===== src/rtl/mqf_pkg.sv =====
// ----------------------------------------------------------------------------
// mqf_pkg
// Shared types and constants of the multi-queue FIFO with drop count.
// ----------------------------------------------------------------------------
package mqf_pkg;

    localparam int QUEUE_DEPTH  = 16;
    localparam int QUEUE_COUNT  = 4;
    localparam int WORD_WIDTH   = 32;

    localparam int QIDX_W       = 2;
    localparam int DATA_W       = 32;
    localparam int LOST_W       = 32;
    localparam int PTR_W        = (QUEUE_DEPTH > 1) ? $clog2(QUEUE_DEPTH) : 1;
    localparam int CNT_W        = $clog2(QUEUE_DEPTH + 1);
    localparam int WORD_ENTRIES = QUEUE_COUNT << PTR_W;
    localparam int WADDR_W      = (WORD_ENTRIES > 1) ? $clog2(WORD_ENTRIES) : 1;

    typedef enum logic [1:0] {
        OP_CLEAR = 2'd0,
        OP_POP   = 2'd1,
        OP_PUSH  = 2'd2,
        OP_NONE  = 2'd3
    } op_t;

    typedef enum logic [1:0] {
        ST_OK    = 2'd0,
        ST_FULL  = 2'd1,
        ST_EMPTY = 2'd2
    } status_t;

    typedef enum logic [1:0] {
        S_IDLE,
        S_UPDATE,
        S_FETCH
    } fsm_t;

    typedef struct packed {
        logic [PTR_W-1:0]  rd_ptr;
        logic [PTR_W-1:0]  wr_ptr;
        logic [CNT_W-1:0]  count;
        logic [LOST_W-1:0] lost;
    } qstate_t;

    typedef struct packed {
        logic              rd_en;
        logic [QIDX_W-1:0] rd_addr;
        logic              wr_en;
        logic [QIDX_W-1:0] wr_addr;
        qstate_t           wr_data;
    } qstate_req_t;

    typedef struct packed {
        logic                  rd_en;
        logic [WADDR_W-1:0]    rd_addr;
        logic                  wr_en;
        logic [WADDR_W-1:0]    wr_addr;
        logic [WORD_WIDTH-1:0] wr_data;
    } word_req_t;

    function automatic logic [PTR_W-1:0] next_slot(input logic [PTR_W-1:0] p);
        return (p == PTR_W'(QUEUE_DEPTH - 1)) ? '0 : p + 1'b1;
    endfunction

    function automatic logic [DATA_W-1:0] widen_word(input logic [WORD_WIDTH-1:0] w);
        return DATA_W'($signed(w));
    endfunction

    function automatic logic [WORD_WIDTH-1:0] narrow_word(input logic [DATA_W-1:0] d);
        return WORD_WIDTH'($signed(d));
    endfunction

endpackage


===== src/rtl/mqf_word_ram.sv =====
// ----------------------------------------------------------------------------
// mqf_word_ram
// Word store of all queues: one write and one registered read per cycle.
// ----------------------------------------------------------------------------
module mqf_word_ram (
    input  logic                          clk,
    input  mqf_pkg::word_req_t            req,
    output logic [mqf_pkg::WORD_WIDTH-1:0] rd_data
);
    import mqf_pkg::*;

    logic [WORD_WIDTH-1:0] mem [WORD_ENTRIES];
    logic [WORD_WIDTH-1:0] rd_data_reg;

    always_ff @(posedge clk)
    begin
        if (req.wr_en)
        begin
            mem[req.wr_addr] <= req.wr_data;
        end
        if (req.rd_en)
        begin
            rd_data_reg <= mem[req.rd_addr];
        end
    end

    assign rd_data = rd_data_reg;

endmodule


===== src/rtl/mqf_qstate_mem.sv =====
// ----------------------------------------------------------------------------
// mqf_qstate_mem
// Per-queue pointers, fill count and lost count, with a registered read.
// Entries not yet written since reset read as zero.
// ----------------------------------------------------------------------------
module mqf_qstate_mem (
    input  logic                 clk,
    input  logic                 rst_n,
    input  mqf_pkg::qstate_req_t req,
    output mqf_pkg::qstate_t     rd_data
);
    import mqf_pkg::*;

    qstate_t               mem [QUEUE_COUNT];
    logic [QUEUE_COUNT-1:0] valid_reg;
    qstate_t               rd_data_reg;

    always_ff @(posedge clk or negedge rst_n)
    begin
        if (!rst_n)
        begin
            valid_reg <= '0;
        end
        else if (req.wr_en)
        begin
            valid_reg[req.wr_addr] <= 1'b1;
        end
    end

    always_ff @(posedge clk)
    begin
        if (req.wr_en)
        begin
            mem[req.wr_addr] <= req.wr_data;
        end
        if (req.rd_en)
        begin
            rd_data_reg <= valid_reg[req.rd_addr] ? mem[req.rd_addr] : '0;
        end
    end

    assign rd_data = rd_data_reg;

endmodule


===== src/rtl/mqf_ctrl.sv =====
// ----------------------------------------------------------------------------
// mqf_ctrl
// Request sequencer: read queue state, update it, fetch or store the word,
// and register the result.
// ----------------------------------------------------------------------------
module mqf_ctrl (
    input  logic                          clk,
    input  logic                          rst_n,
    input  logic                          start,
    output logic                          busy,
    input  logic [1:0]                    operation,
    input  logic [mqf_pkg::QIDX_W-1:0]    queue,
    input  logic signed [mqf_pkg::DATA_W-1:0] push_data,
    output logic                          done,
    output logic signed [mqf_pkg::DATA_W-1:0] pop_data,
    output logic [1:0]                    status,
    output logic [mqf_pkg::CNT_W-1:0]     fill_level,
    output logic [mqf_pkg::LOST_W-1:0]    lost_count,
    output mqf_pkg::qstate_req_t          qs_req,
    input  mqf_pkg::qstate_t              qs_rd_data,
    output mqf_pkg::word_req_t            word_req,
    input  logic [mqf_pkg::WORD_WIDTH-1:0] word_rd_data
);
    import mqf_pkg::*;

    fsm_t                 state_reg, state_next;
    op_t                  op_reg;
    logic [QIDX_W-1:0]    q_reg;
    logic [DATA_W-1:0]    data_reg;

    logic                 done_reg, done_next;
    logic [DATA_W-1:0]    pop_data_reg;
    status_t              status_reg;
    logic [CNT_W-1:0]     fill_reg;
    logic [LOST_W-1:0]    lost_reg;

    logic                 in_range;
    logic                 is_empty;
    logic                 is_full;
    logic                 pop_hit;
    qstate_t              upd;
    logic                 upd_write;
    status_t              upd_status;

    assign in_range = ({1'b0, q_reg} < (QIDX_W + 1)'(QUEUE_COUNT));
    assign is_empty = (qs_rd_data.count == '0);
    assign is_full  = (qs_rd_data.count >= CNT_W'(QUEUE_DEPTH));
    assign pop_hit  = in_range && (op_reg == OP_POP) && !is_empty;

    // Next queue state and status for the held request
    always_comb
    begin
        upd        = qs_rd_data;
        upd_write  = 1'b0;
        upd_status = ST_OK;
        case (op_reg)
            OP_CLEAR:
            begin
                upd       = '0;
                upd_write = 1'b1;
            end
            OP_POP:
            begin
                if (is_empty)
                begin
                    upd_status = ST_EMPTY;
                end
                else
                begin
                    upd.rd_ptr = next_slot(qs_rd_data.rd_ptr);
                    upd.count  = qs_rd_data.count - 1'b1;
                    upd_write  = 1'b1;
                end
            end
            OP_PUSH:
            begin
                upd_write = 1'b1;
                if (is_full)
                begin
                    upd_status = ST_FULL;
                    if (qs_rd_data.lost != '1)
                    begin
                        upd.lost = qs_rd_data.lost + 1'b1;
                    end
                end
                else
                begin
                    upd.wr_ptr = next_slot(qs_rd_data.wr_ptr);
                    upd.count  = qs_rd_data.count + 1'b1;
                end
            end
            default:
            begin
                upd_write = 1'b0;
            end
        endcase
    end

    always_comb
    begin
        state_next = state_reg;
        unique case (state_reg)
            S_IDLE:
            begin
                if (start)
                begin
                    state_next = S_UPDATE;
                end
            end
            S_UPDATE:
            begin
                state_next = pop_hit ? S_FETCH : S_IDLE;
            end
            S_FETCH:
            begin
                state_next = S_IDLE;
            end
            default:
            begin
                state_next = S_IDLE;
            end
        endcase
    end

    always_comb
    begin
        qs_req           = '0;
        word_req         = '0;
        done_next        = 1'b0;
        qs_req.rd_addr   = queue;
        qs_req.wr_addr   = q_reg;
        qs_req.wr_data   = upd;
        word_req.rd_addr = WADDR_W'({q_reg, qs_rd_data.rd_ptr});
        word_req.wr_addr = WADDR_W'({q_reg, qs_rd_data.wr_ptr});
        word_req.wr_data = narrow_word(data_reg);
        unique case (state_reg)
            S_IDLE:
            begin
                qs_req.rd_en = start;
            end
            S_UPDATE:
            begin
                qs_req.wr_en   = in_range && upd_write;
                word_req.rd_en = pop_hit;
                word_req.wr_en = in_range && (op_reg == OP_PUSH) && !is_full;
                done_next      = !pop_hit;
            end
            S_FETCH:
            begin
                done_next = 1'b1;
            end
            default:
            begin
                done_next = 1'b0;
            end
        endcase
    end

    always_ff @(posedge clk or negedge rst_n)
    begin
        if (!rst_n)
        begin
            state_reg <= S_IDLE;
            done_reg  <= 1'b0;
        end
        else
        begin
            state_reg <= state_next;
            done_reg  <= done_next;
        end
    end

    // Hold the request and build the result
    always_ff @(posedge clk)
    begin
        if (state_reg == S_IDLE && start)
        begin
            op_reg   <= op_t'(operation);
            q_reg    <= queue;
            data_reg <= push_data;
        end
        if (state_reg == S_UPDATE)
        begin
            pop_data_reg <= '0;
            if (in_range)
            begin
                status_reg <= upd_status;
                fill_reg   <= upd.count;
                lost_reg   <= upd.lost;
            end
            else
            begin
                status_reg <= ST_OK;
                fill_reg   <= '0;
                lost_reg   <= '0;
            end
        end
        if (state_reg == S_FETCH)
        begin
            pop_data_reg <= widen_word(word_rd_data);
        end
    end

    assign busy       = (state_reg != S_IDLE);
    assign done       = done_reg;
    assign pop_data   = pop_data_reg;
    assign status     = status_reg;
    assign fill_level = fill_reg;
    assign lost_count = lost_reg;

endmodule


===== src/rtl/multi_queue_fifo_with_drop_count.sv =====
// ----------------------------------------------------------------------------
// multi_queue_fifo_with_drop_count
// Four circular FIFOs of 16 signed words each, sharing one word memory,
// with a saturating count of dropped pushes per queue.
// ----------------------------------------------------------------------------
// A request is taken when start is high and busy is low. Clear, push and
// empty-pop requests give their result on done two cycles after acceptance;
// a pop that returns a word takes three, one more for the word memory read.
// The result sits on the output ports for the single cycle that done is
// high and must be captured then. busy stays high until the request's
// state is written back, so a new request can be taken in the same cycle
// that done is high. The queue state table and the word memory, each with
// a one-cycle registered read, set these figures.
module multi_queue_fifo_with_drop_count (
    input  logic                          clk,
    input  logic                          rst_n,
    input  logic                          start,
    output logic                          busy,
    input  logic [1:0]                    operation,
    input  logic [mqf_pkg::QIDX_W-1:0]    queue,
    input  logic signed [mqf_pkg::DATA_W-1:0] push_data,
    output logic                          done,
    output logic signed [mqf_pkg::DATA_W-1:0] pop_data,
    output logic [1:0]                    status,
    output logic [mqf_pkg::CNT_W-1:0]     fill_level,
    output logic [mqf_pkg::LOST_W-1:0]    lost_count
);
    import mqf_pkg::*;

    qstate_req_t           qs_req;
    qstate_t               qs_rd_data;
    word_req_t             word_req;
    logic [WORD_WIDTH-1:0] word_rd_data;

    mqf_ctrl u_ctrl (
        .clk          (clk),
        .rst_n        (rst_n),
        .start        (start),
        .busy         (busy),
        .operation    (operation),
        .queue        (queue),
        .push_data    (push_data),
        .done         (done),
        .pop_data     (pop_data),
        .status       (status),
        .fill_level   (fill_level),
        .lost_count   (lost_count),
        .qs_req       (qs_req),
        .qs_rd_data   (qs_rd_data),
        .word_req     (word_req),
        .word_rd_data (word_rd_data)
    );

    mqf_qstate_mem u_qstate_mem (
        .clk     (clk),
        .rst_n   (rst_n),
        .req     (qs_req),
        .rd_data (qs_rd_data)
    );

    mqf_word_ram u_word_ram (
        .clk     (clk),
        .req     (word_req),
        .rd_data (word_rd_data)
    );

endmodule

===== config.mk =====
export PLATFORM = sky130hd
export DESIGN_NAME = multi_queue_fifo_with_drop_count
export DESIGN_NICKNAME = d
export VERILOG_FILES = /design/src/rtl/mqf_pkg.sv /design/src/rtl/mqf_word_ram.sv /design/src/rtl/mqf_qstate_mem.sv /design/src/rtl/mqf_ctrl.sv /design/src/rtl/multi_queue_fifo_with_drop_count.sv
export SDC_FILE = /design/constraint.sdc
export NUM_CORES = 2
export LEC_CHECK = 0
export BUFFER_PORTS_ARGS = -buffer_cell sky130_fd_sc_hd__buf_4
export CAP_MARGIN = 15
export CORE_ASPECT_RATIO = 1.1
export CORE_UTILIZATION = 55
export DETAILED_ROUTE_END_ITERATION = 7
export HOLD_SLACK_MARGIN = 0.15
export PLACE_DENSITY = 0.76
export SYNTH_ARGS = -nofsm -noshare
export SYNTH_HDL_FRONTEND = slang
export SYNTH_SLANG_ARGS = --single-unit

===== constraint.sdc =====
create_clock -name clk -period 4.64 [get_ports clk]
set_input_delay 0.232 -clock clk [delete_from_list [all_inputs] [get_ports clk]]
set_output_delay 0.232 -clock clk [all_outputs]
set_load 0.005 [all_outputs]

# --- Yosys cells after proc, flatten, opt, wreduce, memory -nomap -nowiden ---
# Memory sizes are Yosys's and may differ from the RTL's. A register that Yosys moved wholly into a read port is not among the register bits.
# Index checks and enable logic that the tools add are counted.
# W data, S select, Z words.
word_totals:
  reg_bits: 114
  ram_bits: 2228
  input_bits: 39
  out_inout_bits: 73
  wordCells: 78
  n_memories: 2
classes:
  n_addsub: 5
  n_lt_le_gt_ge: 4
  eq_ne: 8
  n_mux: 34
  n_bitwise: 1
  reduce_logical: 14
memory_table:
  columns: ["name", "words", "width", "read_ports", "rd_ports_with_merged_regs", "write_ports", "line_no", "text"]
  rows:
  - ["u_word_ram.mem", 64, 32, 1, 1, 1, "mqf_word_ram.sv:12", "logic [WORD_WIDTH-1:0] mem [WORD_ENTRIES];"]
  - ["u_qstate_mem.mem", 4, 45, 1, 1, 1, "mqf_qstate_mem.sv:14", "qstate_t mem [QUEUE_COUNT];"]
ops:
  columns: ["op", "n"]
  rows:
  - ["$mux W32", 4]
  - ["$pmux W32 S2", 1]
  - ["$add A32 B1 Y32 const B", 1]
  - ["$ne A32 B32 Y1 const B", 1]
  - ["$pmux W4 S2", 2]
  - ["$pmux W5 S3", 1]
  - ["$mux W1", 12]
  - ["$mux W4", 3]
  - ["$mux W9", 1]
  - ["$add A4 B1 Y4 const B", 2]
  - ["$eq A4 B4 Y1 const B", 2]
  - ["$pmux W2 S2", 2]
  - ["$lt A2 B3 Y1 const B", 2]
  - ["$mux W2", 3]
  - ["$add A5 B1 Y5 const B", 1]
  - ["$ge A5 B5 Y1 const B", 1]
  - ["$logic_not A5 Y1", 1]
  - ["$mux W5", 1]
  - ["$sub A5 B1 Y5 const B", 1]
  - ["$eq A2 B1 Y1 const B", 2]
  - ["$eq A2 B2 Y1 const B", 2]
  - ["$logic_and A1 B1 Y1", 4]
  - ["$logic_not A1 Y1", 4]
  - ["$logic_not A2 Y1", 2]
  - ["8 further kinds", 10]

# --- Logic depth before layout (Yosys ltp) ---
depth:
  word_depth: 6
  depth_mapped: 10
  ltp_nobuf: 7

# --- By module ---
# From an unflattened synthesis, not the netlist that was laid out.
unflattened:
  cells_unflattened: 4069
  area_unflattened_um2: 92600.1
by_module_without_submodules:
  columns: ["mod", "instances", "cells_each", "area_each_um2", "seq_area_each_um2"]
  rows:
  - ["mqf_word_ram", 1, 3324, 78835.6, 62459.9]
  - ["mqf_qstate_mem", 1, 343, 8557.0, 6856.6]
  - ["mqf_ctrl", 1, 402, 5207.5, 3288.2]

# --- Least setup slack after synthesis ---
# No wires, ideal clock.
synth_timing:
  path_type: "register -> register"
  startpoint: "register u_ctrl.state_reg[1]"
  endpoint: "memory u_qstate_mem.mem[0][0] in the netlist's numbering, enable pin"
  setup_ns: 0.448
  t_arrival_ns: 3.939
  required_time_ns: 4.192
  setup_slack_ns: 0.254
  path_stages_with_launch: 5
  n_path_buf: 0
  synth_period_minus_slack_ns: 4.386
  cell_sequence: "dfrtp_1 > inv_1 > ha_1 > nand3b_1 > nor2_1"
synth_via:
  elab_chain_cells: 4
synth_lines:
  columns: ["item", "line_no", "text"]
  rows:
  - ["from (decl)", "mqf_ctrl.sv:26", "fsm_t state_reg, state_next;"]
  - ["from (signal assigned)", "mqf_ctrl.sv:168", "state_reg <= state_next;"]
  - ["$eq A2 B1 Y1", "mqf_ctrl.sv:136", "unique case (state_reg)"]
  - ["$mux W1", "mqf_ctrl.sv:136", null]
  - ["$mux W1", "mqf_qstate_mem.sv:32", "if (req.wr_en)"]
  - ["$mux W1 (not written as such)", "mqf_qstate_mem.sv:34", "mem[req.wr_addr] <= req.wr_data;"]
  - ["to (decl)", "mqf_qstate_mem.sv:14", null]
# No other way between the ends.

# --- Worst setup path after layout ---
layout_timing:
  startpoint: "register u_ctrl.op_reg[0]"
  endpoint: "memory u_word_ram.mem[104][12] (netlist: u_word_ram.mem[52][12]), enable pin"
layout_via:
  elab_chain_cells: 5
layout_lines:
  columns: ["item", "line_no", "text"]
  rows:
  - ["from (decl)", "mqf_ctrl.sv:27", "op_t op_reg;"]
  - ["from (signal assigned)", "mqf_ctrl.sv:178", "op_reg <= op_t'(operation);"]
  - ["$eq A2 B2 Y1", "mqf_ctrl.sv:145", "word_req.wr_en = in_range && (op_reg == OP_PUSH) && !is_full;"]
  - ["$logic_and A1 B1 Y1", "mqf_ctrl.sv:145", null]
  - ["$mux W1", "mqf_ctrl.sv:136", null]
  - ["$mux W1", "mqf_word_ram.sv:17", "if (req.wr_en)"]
  - ["$mux W1 (not written as such)", "mqf_word_ram.sv:19", "mem[req.wr_addr] <= req.wr_data;"]
  - ["to (decl)", "mqf_word_ram.sv:12", null]
# No other way between the ends.

==> results.toml <==
[status]
status = "completed"

[floorplanning]
die_w_um = 394
dieHeight_um = 433
initial_core_util_pct = 55.6
dieArea_mm2 = 0.171
io-pin-count = 112
coreArea_mm2 = 0.167
num_rows = 157

[routing]
drt_iter0_drc = 6771
final_antenna_net_count = 0
vias = 46900
drtPass1Iterations = 6
via_per_inst = 6.60
avgRoutedWirePerCell_um = 32.5
routed_wl_um = 231000
drcViolationCount = 0

[worst_setup_path]
crit_top_cell = "nand2_1"
crit_fanout = 19
crit_family = "simple AND/OR/NAND/NOR gates"
critPathKind = "reg2reg"
crit_path_end_kind = "flop"
path_buf_inv = 2
cpMaxStageDelayCell = "nor2_4"
cpPeakStageDelay_ns = 0.73
crit_chain = "inv_1 > ha_1 > nor2b_1 > nand2_1 > nor2_1 > nand2_1 > nor2_4 > buf_12"
crit_path_start_kind = "flop"
arrival_ns = 4.29
worst_ep_required_time_ns = 5.20

[synthesis]
synth_largest_area_cell = "edfxtp_1"
synthCells = 4324
yosys_register_bits = 2419
yosysSeqAreaShare_pct = 78.1
synthTopCellsByArea = "edfxtp_1, mux4_2, mux2i_1"
synthTopCellsByCount = "edfxtp_1, mux4_2, mux2i_1"
synth_edf_count = 2412
netlist_area_mm2 = 0.0929
yosysWarnings = 0
synth_fp_nets = 4376
synth_top_area_share_pct = 77.9
avgSynthCellArea_um2 = 21.5
yosys.cell_types.count = 62
synth_flop_cell = "edfxtp_1"
async_flop_share_pct = 0.289
yosysMostFrequentCell = "edfxtp_1"

[power_and_ir_drop]
swShare_pct = 27.1
powerDensity_mw_per_mm2 = 510
power_mw = 54.0
p_leak_nw = 34.0
pwr-share-clk_pct = 32.6
p_int_mw = 39.4
pwr-share-seq_pct = 49.1
power_frac_comb_pct = 18.3
p_switching_mw = 14.6
peakVddDrop_v = 0.000397

[clock_tree]
cts_tree = "yes"
clk_pin_slew_ns = 0.07
clock_sinks = 2419
htree_levels = 4
worstSkewPairLatency_ns = 0.87
post-cts-setup-buffers = 0
cts_buffers = 215
root_buffer = "clkbuf_16"
ctsHoldBuffers = 74
ctsResizeCount = 0
clockBufferDepth = 3

[layout]
drive_gt1_share_pct = 24.5
finish.utilization_pct = 63.3
largest_reg_flops = 2048
syn_to_final_growth_pct = 13.8
fin_nets = 4762

[timing]
min_period_ns = 3.73
skew_ns = 0.0430
worst_pin_slew_ns = 1.23
hold_viol = 0
rsz0062_at_grt = "no"
hold_ws_ns = 0.289
setup_tns_ns = 0
clock.fmax_mhz = 268
finalSetupViolations = 0
period_share_pct = 80.3
relSlewSlack_pct = 18.0
slew_violations = 0

[placed_design]
port_buffers = 111
gp_congestion = 0.924
dp_hpwl_um = 138000

[flow_run]
drv_cap = 0

[grt]
gr-total-overflow = 0
antenna_found_initial = 14
grt_max_degree = 93
grt_pass1_wl_um = 330000
grtUsageTotal_pct = 27.2
grt_pass1_vias = 46400

[min_path]
hp-class = "in2reg"
==> worst reg2reg max path: stages, from the launching register on <==
cell      delay [ns]
edfxtp_1        0.43
inv_1           0.11
ha_1            0.34
nor2b_1         0.60
nand2_1         0.11
nor2_1          0.24
nand2_1         0.58
nor2_4          0.74
buf_12          0.26
==> routing by layer <==
| layer | track usage (%) | vias to the layer above | wire length, um |
|---|---|---|---|
| met4 | 9.93 | 10 | 8650 |
| met3 | 6.43 | 477 | 25800 |
| li1 | - | 18900 | - |
| met1 | 36.6 | 24500 | 84200 |
| met5 | 0 | - | 66 |
| met2 | 43.9 | 3092 | 112000 |
==> layout by cell type, fill, tap and decap left out, types with 41 or more instances in the layout <==
cell / n
nand3_1: 70
clkinv_1: 55
dlygate4sd3_1: 74
buf_4: 279
buf_12: 44
a21oi_1: 73
nand2_1: 84
clkinv_2: 50
mux2i_1: 349
nor2_4: 69
edfxtp_1: 2412
clkbuf_16: 216
and2_1: 41
nor2b_1: 58
o22ai_1: 55
a22oi_1: 128
mux4_2: 465
==> cell families (layout without fill, tap and decap cells) <==
kind of cell	count (synthesis)	in the layout	synth area share, %
AO/OA/AOI/OAI	369	369	2.66
AND/OR/NAND/NOR	459	459	2.61
buffers and inverters	239	803	1.30
other	0	3	0
XOR/XNOR	3	3	0.0283
flip-flops	2419	2419	78.1
adder cells (fa/ha/maj)	13	13	0.175
multiplexers	822	822	15.1
==> final timing paths <==
kind                                      startpoint                   endpoint  slack (ns)  cells after the start
max reg2reg                         u_ctrl.op_reg[0]     u_word_ram.mem[52][12]        0.91                      8
min in group asynchronous                      rst_n        u_ctrl.state_reg[0]        0.39                      3
max                                 u_ctrl.op_reg[0]     u_word_ram.mem[52][12]        0.91                      8
min reg2reg                u_qstate_mem.valid_reg[1]  u_qstate_mem.valid_reg[1]        0.48                      1
max in group asynchronous                      rst_n  u_qstate_mem.valid_reg[2]        3.93                      3
min                                            start        u_ctrl.state_reg[1]        0.29                      4
==> area by class of cell <==
type	count	area [um2]
flip-flops and latches	2419	72600
diodes	3	7.51
inverters	11	41.3
multi-input cells	1666	19700
clock inverters	149	1400
clock buffers	246	5520
repair buffers	397	3720
well taps	2226	2790
fillers	10600	61400
==> stage by stage <==
| step | worst slack, ns | cells | area (um2) |
|---|---|---|---|
| floorplan | 0.254 | 4324 | 92900 |
| global placement | 1.06 | 6645 | 98100 |
| global route | 0.753 | 7115 | 106000 |
| detailed placement | 1.06 | 6645 | 98100 |
| finish | 0.914 | 7117 | 106000 |
| CTS | 1.04 | 7114 | 106000 |
==> power by group through the flow <==
| stage | clock network, mW | logic (mW) | registers (mW) |
|---|---|---|---|
| 4_1_cts | 17.8 | 9.79 | 26.5 |
| 3_5_place_dp | 0 | 9.66 | 27.0 |
| 6_report | 17.6 | 9.86 | 26.5 |
| 2_1_floorplan | 0 | 5.31 | 27.2 |
| 3_3_place_gp | 0 | 9.46 | 26.9 |
| 5_1_grt | 18.5 | 10.3 | 26.6 |
Power figures use the tool's default switching activity.
